[config.mk]
export PLATFORM = sky130hd
export DESIGN_NAME = biop_message_framer_unit
export DESIGN_NICKNAME = d
export VERILOG_FILES = /design/src/rtl/bmf_pkg.sv /design/src/rtl/bmf_parser.sv /design/src/rtl/bmf_rec_queue.sv /design/src/rtl/biop_message_framer_unit.sv
export SDC_FILE = /design/constraint.sdc
export NUM_CORES = 2
export LEC_CHECK = 0
export ABC_AREA = 1
export BUFFER_PORTS_ARGS = -buffer_cell sky130_fd_sc_hd__buf_2
export CELL_PAD_IN_SITES_DETAIL_PLACEMENT = 1
export CELL_PAD_IN_SITES_GLOBAL_PLACEMENT = 1
export CORE_MARGIN = 2
export CORE_UTILIZATION = 30
export CTS_CLUSTER_DIAMETER = 200
export DETAILED_ROUTE_END_ITERATION = 6
export GPL_TIMING_DRIVEN = 0
export MAX_ROUTING_LAYER = met4
export PLACE_DENSITY_LB_ADDON = 0.15
export SYNTH_ARGS = -nofsm -noshare
export SYNTH_HDL_FRONTEND = slang
export SYNTH_HIERARCHICAL = 1
export SYNTH_SLANG_ARGS = --single-unit
export TNS_END_PERCENT = 5
[constraint.sdc]
create_clock -name clk -period 47.9 [get_ports clk]
set_input_delay 7.185 -clock clk [delete_from_list [all_inputs] [get_ports clk]]
set_output_delay 7.185 -clock clk [all_outputs]
set_load 0.1 [all_outputs]
[src/rtl/bmf_pkg.sv]
// Shared types and constants for the BIOP message framer.
// Used by bmf_parser, bmf_rec_queue and biop_message_framer_unit; no dependencies.
package bmf_pkg;

  localparam int OFFSET_BITS   = 32;
  localparam int MAX_KEY_BYTES = 4;
  localparam int QDEPTH        = 4;
  localparam int QPTR_W        = $clog2(QDEPTH);
  localparam int QCNT_W        = $clog2(QDEPTH + 1);

  localparam logic [31:0] BIOP_MAGIC   = 32'h4249_4f50;
  localparam logic [31:0] BIOP_VERSION = 32'h0000_0100;
  localparam logic [31:0] KIND_FILE    = 32'h6669_6c00;
  localparam logic [31:0] KIND_DIR     = 32'h6469_7200;
  localparam logic [31:0] KIND_GATEWAY = 32'h7372_6700;

  typedef logic [OFFSET_BITS-1:0] off_t;

  typedef enum logic [2:0] {
    REC_FILE    = 3'd0,
    REC_DIR     = 3'd1,
    REC_GATEWAY = 3'd2,
    REC_UNKNOWN = 3'd3,
    REC_DONE    = 3'd4,
    REC_ERROR   = 3'd5
  } rec_type_t;

  typedef enum logic [3:0] {
    ERR_NONE      = 4'd0,
    ERR_MAGIC     = 4'd1,
    ERR_VERSION   = 4'd2,
    ERR_ORDER     = 4'd3,
    ERR_TYPE      = 4'd4,
    ERR_KEY_LEN   = 4'd5,
    ERR_KIND_LEN  = 4'd6,
    ERR_TRUNCATED = 4'd7,
    ERR_UNDERFLOW = 4'd8
  } err_code_t;

  typedef struct packed {
    rec_type_t   record_type;
    err_code_t   error_code;
    logic [31:0] object_key;
    logic [31:0] object_key_mask;
    logic [31:0] kind_word;
    logic [31:0] message_start;
    logic [31:0] content_start;
    logic [31:0] content_length;
    logic [15:0] module_tag;
    logic        is_last;
  } rec_t;

  // Records produced by one byte: up to two, rec0 first.
  typedef struct packed {
    logic [1:0] n;
    rec_t       rec0;
    rec_t       rec1;
  } push_t;

endpackage

[src/rtl/bmf_parser.sv]
// Byte-serial BIOP header parser: parse state registers and the per-byte next-state logic.
// Depends on bmf_pkg.
module bmf_parser import bmf_pkg::*; (
  input  logic        clk,
  input  logic        rst,
  input  logic        step,          // byte transfer this cycle
  input  logic [7:0]  data_byte,
  input  logic        end_of_module,
  input  logic [15:0] module_number,
  output push_t       push
);

  typedef enum logic [17:0] {
    PH_MAGIC    = 18'h00001,
    PH_VERSION  = 18'h00002,
    PH_ORDER    = 18'h00004,
    PH_TYPE     = 18'h00008,
    PH_SIZE     = 18'h00010,
    PH_KEYLEN   = 18'h00020,
    PH_KEY      = 18'h00040,
    PH_KINDLEN  = 18'h00080,
    PH_KIND     = 18'h00100,
    PH_INFOLEN  = 18'h00200,
    PH_INFO     = 18'h00400,
    PH_CTXCOUNT = 18'h00800,
    PH_CTXID    = 18'h01000,
    PH_CTXLEN   = 18'h02000,
    PH_CTXDATA  = 18'h04000,
    PH_BODYLEN  = 18'h08000,
    PH_CONTLEN  = 18'h10000,
    PH_SKIP     = 18'h20000
  } phase_t;

  off_t        pos, pos_next;
  phase_t      phase, phase_next;
  logic [31:0] shift, shift_next;
  logic [2:0]  bytes_left, bytes_left_next;
  logic [15:0] skip_count, skip_count_next;
  logic [31:0] body_size, body_size_next;
  logic        size_short, size_short_next;
  logic [2:0]  key_len, key_len_next;
  logic [31:0] key_held, key_held_next;
  logic [31:0] kind_held, kind_held_next;
  logic [7:0]  ctx_left, ctx_left_next;
  off_t        origin, origin_next;
  logic        halted, halted_next;

  function automatic logic [31:0] key_mask(input logic [2:0] len);
    logic [31:0] m;
    case (len)
      3'd1:    m = 32'h0000_00ff;
      3'd2:    m = 32'h0000_ffff;
      3'd3:    m = 32'h00ff_ffff;
      3'd4:    m = 32'hffff_ffff;
      default: m = 32'h0;
    endcase
    return m;
  endfunction

  function automatic rec_t make_rec(input rec_type_t t, input err_code_t e,
                                    input logic [31:0] key, input logic [31:0] mask,
                                    input logic [31:0] kind, input logic [31:0] start,
                                    input logic [31:0] cstart, input logic [31:0] clen,
                                    input logic [15:0] tag);
    rec_t r;
    r.record_type     = t;
    r.error_code      = e;
    r.object_key      = key;
    r.object_key_mask = mask;
    r.kind_word       = kind;
    r.message_start   = start;
    r.content_start   = cstart;
    r.content_length  = clen;
    r.module_tag      = tag;
    r.is_last         = 1'b0;
    return r;
  endfunction

  rec_t        rec_a, rec_e;
  logic        a_valid, e_valid;
  off_t        origin_cur, pos_inc;
  logic [31:0] shift_in;
  logic [7:0]  ctx_dec;
  logic        in_body;

  always_comb begin
    pos_next        = pos;
    phase_next      = phase;
    shift_next      = shift;
    bytes_left_next = bytes_left;
    skip_count_next = skip_count;
    body_size_next  = body_size;
    size_short_next = size_short;
    key_len_next    = key_len;
    key_held_next   = key_held;
    kind_held_next  = kind_held;
    ctx_left_next   = ctx_left;
    origin_next     = origin;
    halted_next     = halted;
    rec_a           = '0;
    rec_e           = '0;
    a_valid         = 1'b0;
    e_valid         = 1'b0;
    pos_inc         = pos + 1'b1;
    origin_cur      = (phase == PH_MAGIC && bytes_left == 3'd4) ? pos : origin;
    shift_in        = {shift[23:0], data_byte};
    ctx_dec         = ctx_left - 8'd1;
    in_body         = !(phase == PH_MAGIC || phase == PH_VERSION || phase == PH_ORDER ||
                        phase == PH_TYPE  || phase == PH_SIZE    || phase == PH_SKIP);

    if (step) begin
      pos_next = pos_inc;
      if (!halted) begin
        if (phase == PH_SKIP) begin
          body_size_next = body_size - 32'd1;
          if (body_size == 32'd1) begin
            phase_next = PH_MAGIC; bytes_left_next = 3'd4; shift_next = '0;
          end
        end else begin
          origin_next = origin_cur;
          if (in_body) begin
            if (body_size != 32'd0) body_size_next = body_size - 32'd1;
            else                    size_short_next = 1'b1;
          end
          if (phase == PH_INFO || phase == PH_CTXDATA) begin
            skip_count_next = skip_count - 16'd1;
            if (skip_count == 16'd1) begin
              shift_next = '0;
              if (phase == PH_INFO) begin
                phase_next = PH_CTXCOUNT; bytes_left_next = 3'd1;
              end else begin
                ctx_left_next   = ctx_dec;
                phase_next      = (ctx_dec != 8'd0) ? PH_CTXID : PH_BODYLEN;
                bytes_left_next = 3'd4;
              end
            end
          end else begin
            shift_next      = shift_in;
            bytes_left_next = bytes_left - 3'd1;
            if (bytes_left == 3'd1) begin
              shift_next = '0;
              unique case (phase)
                PH_MAGIC: begin
                  if (shift_in != BIOP_MAGIC) begin
                    a_valid = 1'b1; halted_next = 1'b1;
                    rec_a = make_rec(REC_ERROR, ERR_MAGIC, '0, '0, '0, 32'(origin_cur),
                                     '0, '0, module_number);
                  end else begin
                    phase_next = PH_VERSION; bytes_left_next = 3'd2;
                  end
                end
                PH_VERSION: begin
                  if (shift_in != BIOP_VERSION) begin
                    a_valid = 1'b1; halted_next = 1'b1;
                    rec_a = make_rec(REC_ERROR, ERR_VERSION, '0, '0, '0, 32'(origin_cur),
                                     '0, '0, module_number);
                  end else begin
                    phase_next = PH_ORDER; bytes_left_next = 3'd1;
                  end
                end
                PH_ORDER: begin
                  if (shift_in != 32'd0) begin
                    a_valid = 1'b1; halted_next = 1'b1;
                    rec_a = make_rec(REC_ERROR, ERR_ORDER, '0, '0, '0, 32'(origin_cur),
                                     '0, '0, module_number);
                  end else begin
                    phase_next = PH_TYPE; bytes_left_next = 3'd1;
                  end
                end
                PH_TYPE: begin
                  if (shift_in != 32'd0) begin
                    a_valid = 1'b1; halted_next = 1'b1;
                    rec_a = make_rec(REC_ERROR, ERR_TYPE, '0, '0, '0, 32'(origin_cur),
                                     '0, '0, module_number);
                  end else begin
                    phase_next = PH_SIZE; bytes_left_next = 3'd4;
                  end
                end
                PH_SIZE: begin
                  body_size_next  = shift_in;
                  size_short_next = 1'b0;
                  phase_next      = PH_KEYLEN;
                  bytes_left_next = 3'd1;
                end
                PH_KEYLEN: begin
                  if (shift_in > 32'(MAX_KEY_BYTES)) begin
                    a_valid = 1'b1; halted_next = 1'b1;
                    rec_a = make_rec(REC_ERROR, ERR_KEY_LEN, '0, '0, '0, 32'(origin_cur),
                                     '0, '0, module_number);
                  end else begin
                    key_len_next  = shift_in[2:0];
                    key_held_next = '0;
                    if (shift_in[2:0] == 3'd0) begin
                      phase_next = PH_KINDLEN; bytes_left_next = 3'd4;
                    end else begin
                      phase_next = PH_KEY; bytes_left_next = shift_in[2:0];
                    end
                  end
                end
                PH_KEY: begin
                  key_held_next   = shift_in;
                  phase_next      = PH_KINDLEN;
                  bytes_left_next = 3'd4;
                end
                PH_KINDLEN: begin
                  if (shift_in != 32'd4) begin
                    a_valid = 1'b1; halted_next = 1'b1;
                    rec_a = make_rec(REC_ERROR, ERR_KIND_LEN, '0, '0, '0, 32'(origin_cur),
                                     '0, '0, module_number);
                  end else begin
                    phase_next = PH_KIND; bytes_left_next = 3'd4;
                  end
                end
                PH_KIND: begin
                  kind_held_next  = shift_in;
                  phase_next      = PH_INFOLEN;
                  bytes_left_next = 3'd2;
                end
                PH_INFOLEN: begin
                  if (size_short_next || body_size_next < shift_in) begin
                    a_valid = 1'b1; halted_next = 1'b1;
                    rec_a = make_rec(REC_ERROR, ERR_UNDERFLOW, '0, '0, '0, 32'(origin_cur),
                                     '0, '0, module_number);
                  end else if (kind_held == KIND_FILE) begin
                    skip_count_next = shift_in[15:0];
                    if (shift_in[15:0] != 16'd0) begin
                      phase_next = PH_INFO;
                    end else begin
                      phase_next = PH_CTXCOUNT; bytes_left_next = 3'd1;
                    end
                  end else begin
                    // non-file kinds: report now, skip the rest of the message
                    if (body_size_next == 32'd0) begin
                      phase_next = PH_MAGIC; bytes_left_next = 3'd4;
                    end else begin
                      phase_next = PH_SKIP;
                    end
                    a_valid = 1'b1;
                    if (kind_held == KIND_DIR)
                      rec_a = make_rec(REC_DIR, ERR_NONE, key_held, key_mask(key_len),
                                       kind_held, 32'(origin_cur), '0, '0, module_number);
                    else if (kind_held == KIND_GATEWAY)
                      rec_a = make_rec(REC_GATEWAY, ERR_NONE, '0, '0, kind_held,
                                       32'(origin_cur), '0, '0, module_number);
                    else
                      rec_a = make_rec(REC_UNKNOWN, ERR_NONE, key_held, key_mask(key_len),
                                       kind_held, 32'(origin_cur), '0, '0, module_number);
                  end
                end
                PH_CTXCOUNT: begin
                  ctx_left_next   = shift_in[7:0];
                  phase_next      = (shift_in[7:0] != 8'd0) ? PH_CTXID : PH_BODYLEN;
                  bytes_left_next = 3'd4;
                end
                PH_CTXID: begin
                  phase_next = PH_CTXLEN; bytes_left_next = 3'd2;
                end
                PH_CTXLEN: begin
                  skip_count_next = shift_in[15:0];
                  if (shift_in[15:0] != 16'd0) begin
                    phase_next = PH_CTXDATA;
                  end else begin
                    ctx_left_next   = ctx_dec;
                    phase_next      = (ctx_dec != 8'd0) ? PH_CTXID : PH_BODYLEN;
                    bytes_left_next = 3'd4;
                  end
                end
                PH_BODYLEN: begin
                  phase_next = PH_CONTLEN; bytes_left_next = 3'd4;
                end
                PH_CONTLEN: begin
                  if (size_short_next) begin
                    a_valid = 1'b1; halted_next = 1'b1;
                    rec_a = make_rec(REC_ERROR, ERR_UNDERFLOW, '0, '0, '0, 32'(origin_cur),
                                     '0, '0, module_number);
                  end else begin
                    if (body_size_next == 32'd0) begin
                      phase_next = PH_MAGIC; bytes_left_next = 3'd4;
                    end else begin
                      phase_next = PH_SKIP;
                    end
                    a_valid = 1'b1;
                    rec_a = make_rec(REC_FILE, ERR_NONE, key_held, key_mask(key_len),
                                     kind_held, 32'(origin_cur), 32'(pos_inc), shift_in,
                                     module_number);
                  end
                end
                default: begin
                  phase_next = PH_MAGIC; bytes_left_next = 3'd4;
                end
              endcase
            end
          end
        end
      end

      if (end_of_module) begin
        if (!halted_next) begin
          e_valid = 1'b1;
          if (phase_next == PH_SKIP || (phase_next == PH_MAGIC && bytes_left_next == 3'd4))
            rec_e = make_rec(REC_DONE, ERR_NONE, '0, '0, '0, '0, '0, '0, module_number);
          else
            rec_e = make_rec(REC_ERROR, ERR_TRUNCATED, '0, '0, '0, 32'(origin_next),
                             '0, '0, module_number);
        end
        // re-arm for the next module
        pos_next        = '0;
        phase_next      = PH_MAGIC;
        bytes_left_next = 3'd4;
        shift_next      = '0;
        skip_count_next = '0;
        body_size_next  = '0;
        size_short_next = 1'b0;
        key_len_next    = '0;
        key_held_next   = '0;
        kind_held_next  = '0;
        ctx_left_next   = '0;
        origin_next     = '0;
        halted_next     = 1'b0;
      end
    end

    push.n    = {1'b0, a_valid} + {1'b0, e_valid};
    push.rec0 = a_valid ? rec_a : rec_e;
    push.rec1 = rec_e;
    push.rec0.is_last = (a_valid ^ e_valid);
    push.rec1.is_last = a_valid & e_valid;
  end

  always_ff @(posedge clk) begin
    if (rst) begin
      pos        <= '0;
      phase      <= PH_MAGIC;
      shift      <= '0;
      bytes_left <= 3'd4;
      skip_count <= '0;
      body_size  <= '0;
      size_short <= 1'b0;
      key_len    <= '0;
      key_held   <= '0;
      kind_held  <= '0;
      ctx_left   <= '0;
      origin     <= '0;
      halted     <= 1'b0;
    end else begin
      pos        <= pos_next;
      phase      <= phase_next;
      shift      <= shift_next;
      bytes_left <= bytes_left_next;
      skip_count <= skip_count_next;
      body_size  <= body_size_next;
      size_short <= size_short_next;
      key_len    <= key_len_next;
      key_held   <= key_held_next;
      kind_held  <= kind_held_next;
      ctx_left   <= ctx_left_next;
      origin     <= origin_next;
      halted     <= halted_next;
    end
  end

  // a halted parser stays silent
  a_halted_quiet: assert property (@(posedge clk) disable iff (rst)
    step && halted |-> push.n == 2'd0)
    else $error("halted parser produced a record");

  // two records only when a byte also ends the module
  a_pair_at_end: assert property (@(posedge clk) disable iff (rst)
    push.n == 2'd2 |-> step && end_of_module && push.rec1.record_type != REC_FILE)
    else $error("record pair without end of module");

  // after an error the parser is halted unless the module ended
  a_error_halts: assert property (@(posedge clk) disable iff (rst)
    push.n == 2'd1 && push.rec0.record_type == REC_ERROR && !end_of_module |=> halted)
    else $error("error record did not halt the parser");

endmodule

[src/rtl/bmf_rec_queue.sv]
// Four-entry record queue between the parser and the result stream; takes two pushes a cycle.
// Depends on bmf_pkg.
module bmf_rec_queue import bmf_pkg::*; (
  input  logic  clk,
  input  logic  rst,
  input  push_t push,
  output logic  has_room,   // room for the two records one byte may cause
  output logic  out_valid,
  input  logic  out_ready,
  output rec_t  out_rec
);

  rec_t              entries [QDEPTH];
  logic [QPTR_W-1:0] wptr, rptr;
  logic [QCNT_W-1:0] count;
  logic              pop;

  assign pop       = out_valid && out_ready;
  assign out_valid = (count != '0);
  assign out_rec   = entries[rptr];
  assign has_room  = (count <= QCNT_W'(QDEPTH - 2));

  always_ff @(posedge clk) begin
    if (push.n != 2'd0) entries[wptr] <= push.rec0;
    if (push.n == 2'd2) entries[wptr + 1'b1] <= push.rec1;
  end

  always_ff @(posedge clk) begin
    if (rst) begin
      wptr  <= '0;
      rptr  <= '0;
      count <= '0;
    end else begin
      wptr  <= wptr + QPTR_W'(push.n);
      rptr  <= rptr + QPTR_W'(pop);
      count <= count + QCNT_W'(push.n) - QCNT_W'(pop);
    end
  end

  a_no_overflow: assert property (@(posedge clk) disable iff (rst)
    push.n != 2'd0 |-> (4'(count) + 4'(push.n)) <= 4'(QDEPTH))
    else $error("record queue overflow");

endmodule

[src/rtl/biop_message_framer_unit.sv]
// Top level of the BIOP message framer: config register, parser and record queue.
// Depends on bmf_pkg, bmf_parser and bmf_rec_queue.
//
// Throughput: one module byte per cycle while s_axis_tready is high; a byte's records
//   (at most two) enter the queue in its transfer cycle and go out after older records.
// Result stream: one record per ready cycle; s_axis_tready drops while the queue has fewer
//   than two free entries, so a stalled consumer back-pressures the byte stream.
// Reset (rst, synchronous): parser re-armed at offset 0 expecting a magic word,
//   queue emptied, module_number cleared to zero.
module biop_message_framer_unit import bmf_pkg::*; (
  input  logic         clk,
  input  logic         rst,
  // module bytes
  input  logic         s_axis_tvalid,
  output logic         s_axis_tready,
  input  logic [7:0]   s_axis_tdata,   // [7:0] data_byte
  input  logic         s_axis_tlast,   // end_of_module
  // records
  output logic         m_axis_tvalid,
  input  logic         m_axis_tready,
  // [3:0] error_code, [35:4] object_key, [67:36] object_key_mask,
  // [99:68] kind_word, [131:100] message_start, [163:132] content_start,
  // [195:164] content_length, [211:196] module_tag, [215:212] zero
  output logic [215:0] m_axis_tdata,
  output logic [2:0]   m_axis_tuser,   // [2:0] record_type
  output logic         m_axis_tlast,   // is_last
  // module_number register write
  input  logic         cfg_valid,
  output logic         cfg_ready,
  input  logic [15:0]  cfg_data
);

  logic [15:0] module_number;
  logic        step;
  logic        has_room;
  push_t       push;
  rec_t        out_rec;

  // config writes must land only while idle, which the block does not enforce; its one write port is always ready
  assign cfg_ready = 1'b1;

  always_ff @(posedge clk) begin
    if (rst) begin
      module_number <= '0;
    end else if (cfg_valid && cfg_ready) begin
      module_number <= cfg_data;
    end
  end

  // a byte transfer steps the parser
  assign s_axis_tready = has_room;
  assign step          = s_axis_tvalid && s_axis_tready;

  bmf_parser u_parser (
    .clk           (clk),
    .rst           (rst),
    .step          (step),
    .data_byte     (s_axis_tdata),
    .end_of_module (s_axis_tlast),
    .module_number (module_number),
    .push          (push)
  );

  bmf_rec_queue u_queue (
    .clk       (clk),
    .rst       (rst),
    .push      (push),
    .has_room  (has_room),
    .out_valid (m_axis_tvalid),
    .out_ready (m_axis_tready),
    .out_rec   (out_rec)
  );

  // pack the record fields, lowest first
  assign m_axis_tuser = out_rec.record_type;
  assign m_axis_tlast = out_rec.is_last;
  assign m_axis_tdata = {4'b0000,
                         out_rec.module_tag,
                         out_rec.content_length,
                         out_rec.content_start,
                         out_rec.message_start,
                         out_rec.kind_word,
                         out_rec.object_key_mask,
                         out_rec.object_key,
                         out_rec.error_code};

endmodule

==> results_dict.tcl <==
set metrics [dict create \
    viasPerCell 5.190 \
    wl_per_cell_um 24.88 \
    dp_hpwl_mm 206.2 \
    ant_nets 0 \
    syn_inst 7777 \
    grt_max_degree 50 \
    synth_edf_count 864 \
    drc 0 \
    postLayoutCoreUtil 0.3529 \
    area_growth_pct 16.93 \
    die_area_mm2 0.2171 \
    post_cts_resized 0 \
    grt_usage 0.2613 \
    cts_tree "done" \
    cellLeakagePower_nw 28.46 \
    setup_viol 0 \
    setup_tns_ns 0 \
    min_period_ns 15.20 \
    dr.pass1.iters 6 \
    cts.hold.buffers_added 0 \
    core_mm2 0.2121 \
    grt_overflow 0 \
    clockBufferDepth 3 \
    critPathKind "input port to flop" \
    htreeDepth 4 \
    gp_congestion 0.9274 \
    pin_count 253 \
    worstPathMaxFanout 49 \
    rsz0062_at_grt "false" \
    die_y_um 465.9 \
    syn_area_mm2 0.06401 \
    power_density_mw_per_mm2 51.72 \
    finalHoldViolCount 0 \
    vias 58710 \
    grt_pass1_vias 59800 \
    synth-seq-cells 1121 \
    maxCapViolCount 2 \
    violations "max-capacitance violations, max-slew violations" \
    nets 8446 \
    drv_slew 12 \
    root_buffer "clkbuf_16" \
    avgSynthCellArea_um2 8.231 \
    maxSlewHeadroom -0.03386 \
    grt_pass1_wl_mm 409.3 \
    n_fill_cell 25360 \
    postRouteWirelength_mm 281.4 \
    ys_types 64 \
    cp-startpoint "s_axis_tdata[3]" \
    finalCritPeriodShare 0.3173 \
    run_status "finished with violations" \
    ys.flop_type "edfxtp_1" \
    cts.sinks 1121 \
    worstPathRequired_ns 48.32 \
    cp.arrival_ns 15.62 \
    clk-insertion-delay-late_ns 0.82 \
    reg2reg_depth 33 \
    end_kind "flop" \
    antenna_found_initial 24 \
    cp-start-kind "input port" \
    min-delay-start "u_parser/key_held[13]" \
    holdPathStages 2 \
    fp.dieW_um 465.9 \
    drive_gt1_frac 0.1498 \
    skew_ns 0.06775 \
    post_cts_buffers 0 \
    cts_buffers 142 \
    clkSlewWorstSetupHoldPaths_ns 0.05 \
    start_util 0.3018 \
    max_freq_mhz 65.79 \
    worst_slew_pin_slew_ns 1.535 \
    port-buffer-count 247 \
    r2r-start "u_parser/phase[17]" \
    ys.warnings.count 6 \
    ir_drop_v 0.00004172 \
    hp-class "flop to flop" \
    ys_seq_area_frac 0.4857 \
    num_rows 169 \
    drt_first_iter_violations 4629 \
    async_flop_share 0 \
]
-- state kept, by name, indices dropped and copies added (netlist names), 18 cells and up --
name,flops
u_parser/body_size,32
u_parser/origin,32
u_parser/kind_held,32
u_parser/key_held,32
u_parser/shift,24
u_parser/phase,18
u_parser/pos,32
u_queue/entries,864
-- through the flow --
| step | cells | worst slack (ns) | cell area [µm²] | total power (W) | hold WS [ns] |
|---|---|---|---|---|---|
| 3_3_place_gp | 11010 | 0.7223 | 69390 | 0.002833 | 0.4542 |
| 4_1_cts | 11300 | 32.96 | 74830 | 0.003898 | 0.4691 |
| 2_1_floorplan | 7941 | 20.89 | 64630 | 0.002357 | 0.4373 |
| 6_report | 11310 | 32.70 | 74850 | 0.003871 | 0.4662 |
| 5_1_grt | 11310 | 32.56 | 74840 | 0.004032 | 0.4904 |
| 3_5_place_dp | 11050 | 32.17 | 70260 | 0.002832 | 0.4589 |
-- routing by layer --
| metal | vias up | track usage | share of wire |
|---|---|---|---|
| met2 | 1468 | 0.4125 | 0.46 |
| met3 | 331 | 0.02850 | 0.048 |
| met4 | 0 | 0.07630 | 0.029 |
| met1 | 29450 | 0.3529 | 0.46 |
| met5 | - | - | 0 |
| li1 | 27460 | - | - |
-- cells by family (layout without fill, tap and decap cells) --
kind of cell | after synthesis | count (layout) | share of synthesized area
DFF | 1121 | 1121 | 0.4857
xor gates and xnor gates | 71 | 71 | 0.009714
and+or+nand+nor | 2864 | 2864 | 0.1861
other | 3 | 175 | 0.0001759
buffers and inverters | 1423 | 1964 | 0.1078
muxes | 16 | 16 | 0.002502
AOI/OAI and AO/OA | 2233 | 2233 | 0.1989
adders and majority gates | 46 | 46 | 0.009109
-- synthesized netlist by cell type (16+ instances only) --
cell	instances	area, µm²
buf_6	59	664.4
a211oi_1	63	473.0
dfxtp_1	257	5145
nand4_1	81	506.7
o211ai_1	46	345.3
edfxtp_1	864	25940
nand2_1	1476	5540
xor2_1	63	551.8
o21ai_2	177	1550
nor2_1	904	3393
o21ai_0	906	4534
buf_2	156	780.8
nand3_2	36	360.4
o2111ai_1	17	148.9
clkbuf_1	241	904.6
mux2i_1	16	160.2
or2_2	25	156.4
inv_2	19	71.32
a311oi_1	16	140.1
nand3_1	103	515.5
nor2_2	24	150.1
nor3_1	135	675.7
nor4_1	37	231.5
o22ai_1	238	1489
buf_4	245	1839
clkinv_1	19	71.32
a31oi_1	22	137.6
o21ai_1	443	2217
a21oi_1	257	1286
ha_1	45	563.0
inv_1	669	2511
-- worst max-delay path, cell delays in order --
cell	delay, ns
buf_2	0.20
nor4_1	0.92
nand2_1	0.38
nor2_1	0.54
inv_1	0.32
nor2_1	0.33
clkbuf_1	0.55
nor2_1	0.08
a2111oi_0	1.03
nand4_1	0.33
nand2_1	0.22
nor2_1	0.18
ha_1	0.44
buf_4	0.20
nor2_8	0.15
nand2_2	0.26
clkbuf_1	0.39
nand2_4	0.76
buf_16	0.33
buf_16	0.29
buf_16	0.30
-- final cells by class --
type	count	area, µm²	share of cell area
sequential	1121	31090	0.4154
multi-input combinational	5397	26700	0.3568
buffer	715	4243	0.05669
clock buffer	180	3795	0.05070
tap	2821	3530	0.04716
inverter	708	2660	0.03554
timing repair buffer	285	2039	0.02725
clock inverter	76	767.0	0.01025
antenna	8	20.02	0.0002675
-- cells in the final DEF (no fill, tap or decap), types with 256 or more instances in the layout --
cell type  netlist  routed
nor2_1         904     903
nand2_1       1476    1473
o21ai_0        906     905
inv_1          669     669
clkbuf_1       241     268
buf_2          156     403
edfxtp_1       864     864
dfxtp_1        257     257
a21oi_1        257     256
o21ai_1        443     444
-- worst paths after layout --
path	to	slack [ns]
setup / recovery	u_queue/entries[1][89]	32.70
hold / removal	u_parser/key_held[13]	0.47
setup reg to reg	u_queue/entries[1][89]	38.05
hold reg to reg	u_parser/key_held[13]	0.47
-- power breakdown --
group | internal, W | leakage, nW | switching (W) | total (W)
sequential | 0.00110 | 10.9 | 0.0000266 | 0.00113
clock | 0.000599 | 2.22 | 0.000458 | 0.00106
combinational | 0.000300 | 15.3 | 0.00138 | 0.00168
total | 0.00200 | 28.5 | 0.00187 | 0.00387
(Power assumes the default switching activity.)
